## src/sv/vmu_pkg.sv

```systemverilog
`timescale 1ns / 1ps
`default_nettype none
// ----------------------------------------------------------------------------
// vmu_pkg
// Operation codes, fixed-point format and shared control types of the
// vector math unit.
// ----------------------------------------------------------------------------
package vmu_pkg;

    // fraction bits of every component
    localparam int FRAC_BITS = 16;

    typedef logic [2:0] t_op;

    localparam t_op OP_ADD   = 3'd0;
    localparam t_op OP_SUB   = 3'd1;
    localparam t_op OP_DOT   = 3'd2;
    localparam t_op OP_CROSS = 3'd3;
    localparam t_op OP_LEN   = 3'd4;
    localparam t_op OP_NORM  = 3'd5;

    // per-stage control travelling beside the data
    typedef struct packed {
        logic valid;
        t_op  op;
    } t_ctl;

endpackage
`default_nettype wire

```

## src/sv/vmu_merge.sv

```systemverilog
`timescale 1ns / 1ps
`default_nettype none
// ----------------------------------------------------------------------------
// vmu_merge
// Combines the lane products: sums, rounding, saturation and root set-up.
// ----------------------------------------------------------------------------
module vmu_merge #(
    parameter int W = 32,
    localparam int AW = 2 * W + 2 * vmu_pkg::FRAC_BITS + 4
) (
    input  logic                  i_clk,
    input  logic                  i_en,
    input  vmu_pkg::t_op          i_op,
    input  logic signed [2*W-1:0] i_p0 [4],
    input  logic signed [2*W-1:0] i_p1 [4],
    input  logic signed [W:0]     i_as [4],
    input  logic [3:0]            i_neg,
    output logic signed [W-1:0]   o_vec [4],
    output logic signed [W-1:0]   o_scalar,
    output logic                  o_sat,
    output logic                  o_zero,
    output logic [3:0]            o_neg,
    output logic                  o_len,
    output logic [AW-1:0]         o_t [4],
    output logic [AW-1:0]         o_div [4]
);
    import vmu_pkg::*;

    localparam int SW = 2 * W + 2;
    localparam logic signed [SW-1:0] HALF = SW'(1) << (FRAC_BITS - 1);
    localparam logic signed [SW-1:0] MAXP = {{(SW - W + 1){1'b0}}, {(W - 1){1'b1}}};
    localparam logic signed [SW-1:0] MINN = {{(SW - W + 1){1'b1}}, {(W - 1){1'b0}}};

    // round half away from zero, dropping the extra fraction bits
    function automatic logic signed [SW-1:0] f_round(input logic signed [SW-1:0] v);
        logic signed [SW-1:0] s;
        s = v + HALF - $signed(SW'(v[SW-1]));
        return s >>> FRAC_BITS;
    endfunction

    // clamp to the component range, flag in the top bit
    function automatic logic [W:0] f_clamp(input logic signed [SW-1:0] v);
        logic [W:0] r;
        if (v > MAXP) begin
            r = {1'b1, MAXP[W-1:0]};
        end else if (v < MINN) begin
            r = {1'b1, MINN[W-1:0]};
        end else begin
            r = {1'b0, v[W-1:0]};
        end
        return r;
    endfunction

    // first merge stage
    logic signed [SW-1:0]  r_sum;
    logic signed [SW-1:0]  r_cr [3];
    logic [2*W-2:0]        r_sq [4];
    logic signed [W:0]     r_as [4];
    logic [3:0]            r_neg;

    always_ff @(posedge i_clk) begin
        if (i_en) begin
            r_sum <= SW'(i_p0[0]) + SW'(i_p0[1]) + SW'(i_p0[2]) + SW'(i_p0[3]);
            for (int i = 0; i < 3; i++) begin
                r_cr[i] <= SW'(i_p0[i]) - SW'(i_p1[i]);
            end
            for (int i = 0; i < 4; i++) begin
                r_sq[i] <= i_p0[i][2*W-2:0];
                r_as[i] <= i_as[i];
            end
            r_neg <= i_neg;
        end
    end

    // second merge stage
    logic [W:0]            w_as_cl [4];
    logic [W:0]            w_cr_cl [3];
    logic [W:0]            w_dot_cl;
    logic [2*W:0]          w_s;
    logic signed [W-1:0]   n_vec [4];
    logic signed [W-1:0]   n_scalar;
    logic                  n_sat;
    logic [AW-1:0]         n_t [4];
    logic [AW-1:0]         n_div [4];

    assign w_dot_cl = f_clamp(f_round(r_sum));
    assign w_s      = r_sum[2*W:0];

    for (genvar i = 0; i < 4; i++) begin : g_as
        assign w_as_cl[i] = f_clamp(SW'(r_as[i]));
    end
    for (genvar i = 0; i < 3; i++) begin : g_cr
        assign w_cr_cl[i] = f_clamp(f_round(r_cr[i]));
    end

    always_comb begin
        n_scalar = '0;
        n_sat    = 1'b0;
        for (int i = 0; i < 4; i++) begin
            n_vec[i] = '0;
        end
        case (i_op) inside
            OP_ADD, OP_SUB: begin
                for (int i = 0; i < 4; i++) begin
                    n_vec[i] = w_as_cl[i][W-1:0];
                    n_sat    = n_sat | w_as_cl[i][W];
                end
            end
            OP_DOT: begin
                n_scalar = w_dot_cl[W-1:0];
                n_sat    = w_dot_cl[W];
            end
            OP_CROSS: begin
                for (int i = 0; i < 3; i++) begin
                    n_vec[i] = w_cr_cl[i][W-1:0];
                    n_sat    = n_sat | w_cr_cl[i][W];
                end
            end
            default: ;
        endcase
    end

    // root set-up: length searches sqrt(4s), normalize searches 2|a|/sqrt(s)
    always_comb begin
        for (int i = 0; i < 4; i++) begin
            if (i_op == OP_LEN) begin
                n_t[i]   = (i == 0) ? (AW'(w_s) << 2) : '0;
                n_div[i] = AW'(1);
            end else begin
                n_t[i]   = AW'(r_sq[i]) << (2 * FRAC_BITS + 2);
                n_div[i] = AW'(w_s);
            end
        end
    end

    always_ff @(posedge i_clk) begin
        if (i_en) begin
            o_vec    <= n_vec;
            o_scalar <= n_scalar;
            o_sat    <= n_sat;
            o_zero   <= (i_op == OP_NORM) && (w_s == '0);
            o_neg    <= r_neg;
            o_len    <= (i_op == OP_LEN);
            o_t      <= n_t;
            o_div    <= n_div;
        end
    end

endmodule
`default_nettype wire

```

## config.mk

```make
export PLATFORM = sky130hd
export DESIGN_NAME = vmu_merge
export DESIGN_NICKNAME = d
export VERILOG_FILES = /design/src/sv/vmu_pkg.sv /design/src/sv/vmu_merge.sv
export SDC_FILE = /design/constraint.sdc
export NUM_CORES = 2
export LEC_CHECK = 0
export ABC_AREA = 1
export BUFFER_PORTS_ARGS = -buffer_cell sky130_fd_sc_hd__clkbuf_2
export CAP_MARGIN = 30
export CORE_AREA = 2 2 628 630
export DETAILED_ROUTE_END_ITERATION = 6
export DIE_AREA = 0 0 630 632
export PLACE_DENSITY_LB_ADDON = 0.3
export SYNTH_ARGS = -nofsm -noshare
export SYNTH_HDL_FRONTEND = slang
export SYNTH_SLANG_ARGS = --single-unit
```

## constraint.sdc

```tcl
create_clock -name i_clk -period 5.35 [get_ports i_clk]
set_input_delay 0.535 -clock i_clk [delete_from_list [all_inputs] [get_ports i_clk]]
set_output_delay 0.535 -clock i_clk [all_outputs]
set_load 0.01 [all_outputs]
```

## After elaboration in Yosys (flattened, before gate mapping)

Memory sizes are Yosys's and may differ from the RTL's. A register that Yosys moved wholly into a read port is not among the register bits.
Index checks and enable logic that the tools add are counted.

- Bits in registers: 548
- Bits in latches: 0
- RAM bits: 582
- Memory bits (read-only): 0
- Input bits: 653
- Output and inout port bits: 967
- Logic and storage cells: 98
- Memories kept: 3

Memories:

| name | words | bits a word | read ports | clocked after Yosys merged registers in | wr ports | RTL line | source |
|---|---|---|---|---|---|---|---|
| r_sq | 4 | 63 | 4 | 3 | 4 | vmu_merge.sv:57 | `logic [2*W-2:0] r_sq [4];` |
| r_cr | 3 | 66 | 3 | 0 | 3 | vmu_merge.sv:56 | `logic signed [SW-1:0] r_cr [3];` |
| r_as | 4 | 33 | 4 | 0 | 4 | vmu_merge.sv:58 | `logic signed [W:0] r_as [4];` |

- $add $sub $neg: 14
- $mul: 0
- Divide/modulo/power cells: 0
- Magnitude comparators: 16
- Equal/unequal tests: 5
- Shift-type cells: 0
- Muxes and demuxes: 25
- Bitwise logic cells: 7
- Reduce and logical (&&, ||, !) cells: 7

Operator list:

| cell | count |
|---|---|
| 33-bit two-way mux | 16 |
| 96-bit two-way mux | 3 |
| 66-bit by 17-bit adder with 66-bit output, second input constant | 4 |
| 66-bit by 2-bit subtractor with 66-bit output | 4 |
| 50-bit by 32-bit > comparator with 1-bit output, second input constant | 4 |
| 50-bit by 32-bit less-than comparator with 1-bit output, second input constant | 4 |
| 64-bit by 64-bit subtractor with 65-bit output | 3 |
| 33-bit by 32-bit > comparator with 1-bit output, second input constant | 4 |
| 33-bit by 32-bit less-than comparator with 1-bit output, second input constant | 4 |
| 67-bit two-way mux | 1 |
| 65-bit by 64-bit adder with 66-bit output | 1 |
| 66-bit by 64-bit adder with 66-bit output | 1 |
| 64-bit by 64-bit adder with 65-bit output | 1 |
| 65-bit logical NOT | 1 |
| 3-bit by 2-bit == test with 1-bit output, second input constant | 2 |
| 3-bit == test, second input constant | 2 |
| 1-bit two-way mux | 5 |
| 1-bit bitwise OR | 5 |
| 2-bit OR reduction | 2 |
| 4-bit OR reduction | 1 |
| 3-bit by 1-bit == test with 1-bit output, second input constant | 1 |
| 3-bit logical NOT | 1 |
| 3-bit OR reduction | 1 |
| 1-bit inverter | 2 |
| 1-bit logical AND | 1 |

## Depth between registers and ports, before layout

An unclocked memory read counts as a cell.

- Depth after elaboration: 11
- Depth in mapped cells: 27
- Depth with buffers taken out: 27

## Least setup slack after synthesis

No wires, ideal clock.

- Kind: input to register
- From: input port i_p0[1] (netlist name)
- To: register r_sum[63] (data pin)
- Setup time: 0.269 ns
- Data arrival time: 3.670 ns
- Data required time: 5.081 ns
- Slack: 1.412 ns
- Stages on the path: 19
- Buffers on the path: 0
- Cells stage by stage: fa_1 -> fa_1 -> ha_1 -> inv_1 -> fa_1 -> o21ai_1 -> a21boi_1 -> o21bai_1 -> nand2_1 -> nand2_1 -> nand2_1 -> nand2_1 -> nand2_1 -> nand2_1 -> nand2_1 -> nand2_2 -> a21oi_1 -> o31ai_1 -> xor2_1

- Longest elaborated chain between the ends: 1

Ends and longest elaborated chain:

| element | RTL line | source |
|---|---|---|
| start, declared | vmu_merge.sv:14 | `input logic signed [2*W-1:0] i_p0 [4],` |
| 66-bit by 64-bit adder with 66-bit output | vmu_merge.sv:63 | `r_sum <= SW'(i_p0[0]) + SW'(i_p0[1]) + SW'(i_p0[2]) + SW'(i_p0[3]);` |
| end signal, assigned | vmu_merge.sv:63 |  |
| end, declared | vmu_merge.sv:55 | `logic signed [SW-1:0] r_sum;` |

Every way passes these cells.
A chain may end at the register's enable or synchronous reset.

## Worst setup path in the final report

- From: input port i_p0[67] (netlist name)
- To: register r_sum[64] (data pin)

- Longest elaborated chain between the ends: 2

Ends and longest elaborated chain:

| element | RTL line |
|---|---|
| 65-bit by 64-bit adder with 66-bit output | vmu_merge.sv:63 |
| 66-bit by 64-bit adder with 66-bit output | vmu_merge.sv:63 |

Every way passes these cells.

==> run summary <==
Main synth FF type - edfxtp_1
CTS max path bufs - 4
layout cells sized above 1 - 13.6%
synthesized flop and latch total - 1165
max_cap viols - 0
first-pass GRT wire length - 627 mm
Synth Area in XOR/XNOR - 3.52%
Yosys cell types - 56
Skew-Pair Late Insertion Delay - 900 ps
Final min period - 4730 ps
commonest non-fill, non-tap cell in the layout - nand2_1
failing checks - design-rule violations
Synth Instances - 11.1k
DR iter-0 viols - 6617
mux contribution to synthesized area - 0%
final hold vios - 0
Core ar. - 391000 µm²
Crit. End Element - flop
Critical Path AT - 5310 ps
Max-slew headroom - 27.5%
top-area cell type share of the netlist area - 40.5%
nets@finish - 13.9k
maximum vdd drop - 0.000328 V
Initial Util - 22.1%
routed vias - 78.8k
WP data required - 5940 ps
Root Buffer - clkbuf_16
post-synthesis compound-gate area fraction - 9.37%
Post-Syn Area - 86400 µm²
RSZ-0062 raised after global routing - no
Total GRT Usage - 23.1%
CTS buffer count - 158
post-synthesis sequential area ratio - 40.5%
area grow syn2layout - 21.4%
Sum Neg Setup Slack - 0 ps
number of I/O pins - 1620
most frequent cells in the layout - 2710 x nand2_1, 2236 x inv_1, 1312 x nor2_1
drt drc - 11
largest cells by area after synthesis - edfxtp_1 40%, nand2_1 12%, inv_1 9.7%
grt ovf - 0
Via density - 4.38
worst-path maximum fanout - 4
critical setup path kind - input port to flop
antenna violations before repair - 130
Layout Skew - 76.2 ps
DRT Pass-1 Iters - 7
final antenna-violating net count - 0
Clock H-tree levels - 4
DP HPWL - 415 mm
synthesized area per cell - 7.79 µm²
pin count of the biggest net entering global routing - 134
P per Cell Area - 456 nW/µm²
total power - 0.0479 W
period utilization - 88.4%
Placer Congestion - 1.00
Fmax - 211 MHz
Max Slew Vio Count - 0
Async SR Flop Fraction - 0%
simple-gate share of the synthesized area - 21.5%
Setup Fix Bufs, Post-CTS - 0
Die Span Y - 632 µm
YS warnings - 0
area leader, netlist - edfxtp_1
Die X-Extent - 630 µm
final setup fails - 0
row count - 230
largest family of logic cells by synthesized area - simple AND/OR/NAND/NOR gates
vias in the first global route - 75.1k
die area - 398000 µm²
Leak - 51.1 nW
wire per inst - 26.6 µm
TritonCTS clock tree - yes
Hold Crit Class - input port to flop
Tightest Pin Transition - 1090 ps
input/output buffers - 1299
Startpoint Class - input port
CTS Sinks - 1165
outcome - finished with violations
Synth Area in Adders - 10.9%
CTS clk-pin slew, worst paths - 60 ps
EDFF count, synth - 1165
drt total wl - 477 mm
==> synthesized netlist by cell type (all sizes together) (71+ instances only) <==
master	number
xnor2	110
ha	544
o21ai	447
inv	2244
edfxtp	1165
xor2	237
nand4	71
buf	479
a31oi	158
nand2	2721
nor3	95
nand3	288
fa	132
a21oi	688
nor2	1341
clkbuf	73
==> worst paths after layout <==
kind | start | to | slack, ps | cells after the start
min reg2reg | r_neg[0] | o_neg[0] | 420 | 0
max | i_p0[67] | r_sum[64] | 620 | 21
min | i_p0[43] | r_sq[3][43] | 50 | 1
max reg2reg | r_cr[0][160] | o_vec[51] | 680 | 21
==> logic make-up (layout without fill, tap and decap cells) <==
| kind of cell | count (synthesis) | in the layout |
|---|---|---|
| compound gates | 1475 | 1475 |
| simple gates | 4627 | 4627 |
| fa+ha+maj | 676 | 676 |
| flops | 1165 | 1165 |
| xor+xnor | 347 | 347 |
| other cells | 1 | 309 |
| buf+inv | 2798 | 4154 |
==> flip-flops by register name, summed over array words and instances, names as in the netlist <==
name	count
o_t	284
r_sq	252
r_cr	195
r_as	132
o_vec	128
r_sum	66
o_div	65
o_scalar	32
o_neg	4
r_neg	4
o_len	1
o_sat	1
o_zero	1
==> layout make-up <==
cell class                      count  area, µm²
Clock inverter                     92        880
Sequential cell                  1165      35000
Clock buffer                      188       4130
Timing Repair Buffer             1628       9650
Inverter                         2246       8430
Fill cell                       43600     286000
Tap cell                         5220       6530
Antenna cell                       53        133
Multi-Input combinational cell   7381      40100
==> what timing repair did <==
item                                   4_1_cts  5_1_grt
endpoints found under the hold margin      206        0
hold buffers                               206        0
resized for setup                            0        0
==> per-stage QoR <==
stage / hold WS (ps) / util [%] / instance area (µm²) / std cells / worst slack, ps
final: 46.1 / 26.8 / 105000 / 18000 / 621
after global routing: 14.7 / 26.8 / 105000 / 17900 / 447
after CTS: 1.54 / 26.8 / 105000 / 17900 / 674
after detailed placement: 407 / 25.0 / 97700 / 17400 / 323
after global placement: 402 / 25.0 / 97700 / 17400 / 379
after floorplan: 400 / - / 87400 / 11300 / 1410
==> routing by layer <==
metal | track usage, % | up-vias | routed length [µm]
met1 | 27.9 | 37500 | 195000
li1 | - | 37800 | -
met4 | 12.3 | 54 | 29900
met5 | 0 | - | 343
met3 | 3.59 | 656 | 25800
met2 | 39.3 | 2729 | 226000
==> where the power goes <==
| part | switching (W) | internal [W] | leakage, nW |
|---|---|---|---|
| clock | 0.00458 | 0.00616 | 2.43 |
| combinational | 0.0173 | 0.00692 | 37.1 |
| sequential | 0.00119 | 0.0117 | 11.6 |
| total | 0.0230 | 0.0248 | 51.1 |
==> critical path: stages <==
cell and delay (ps):
dlygate4sd3_1 530, clkbuf_2 200, fa_1 590, fa_1 430, ha_1 370, a21oi_1 160
nand2_1 100, a21boi_1 420, o21ai_1 170, buf_4 190, a21boi_1 250, o21ai_1 100
buf_4 160, a21oi_1 250, nor2_1 80, buf_4 160, o21ai_0 190, nand2_1 130
nand3_1 90, nand3_1 80, xor2_1 140
(Power assumes the default switching activity.)
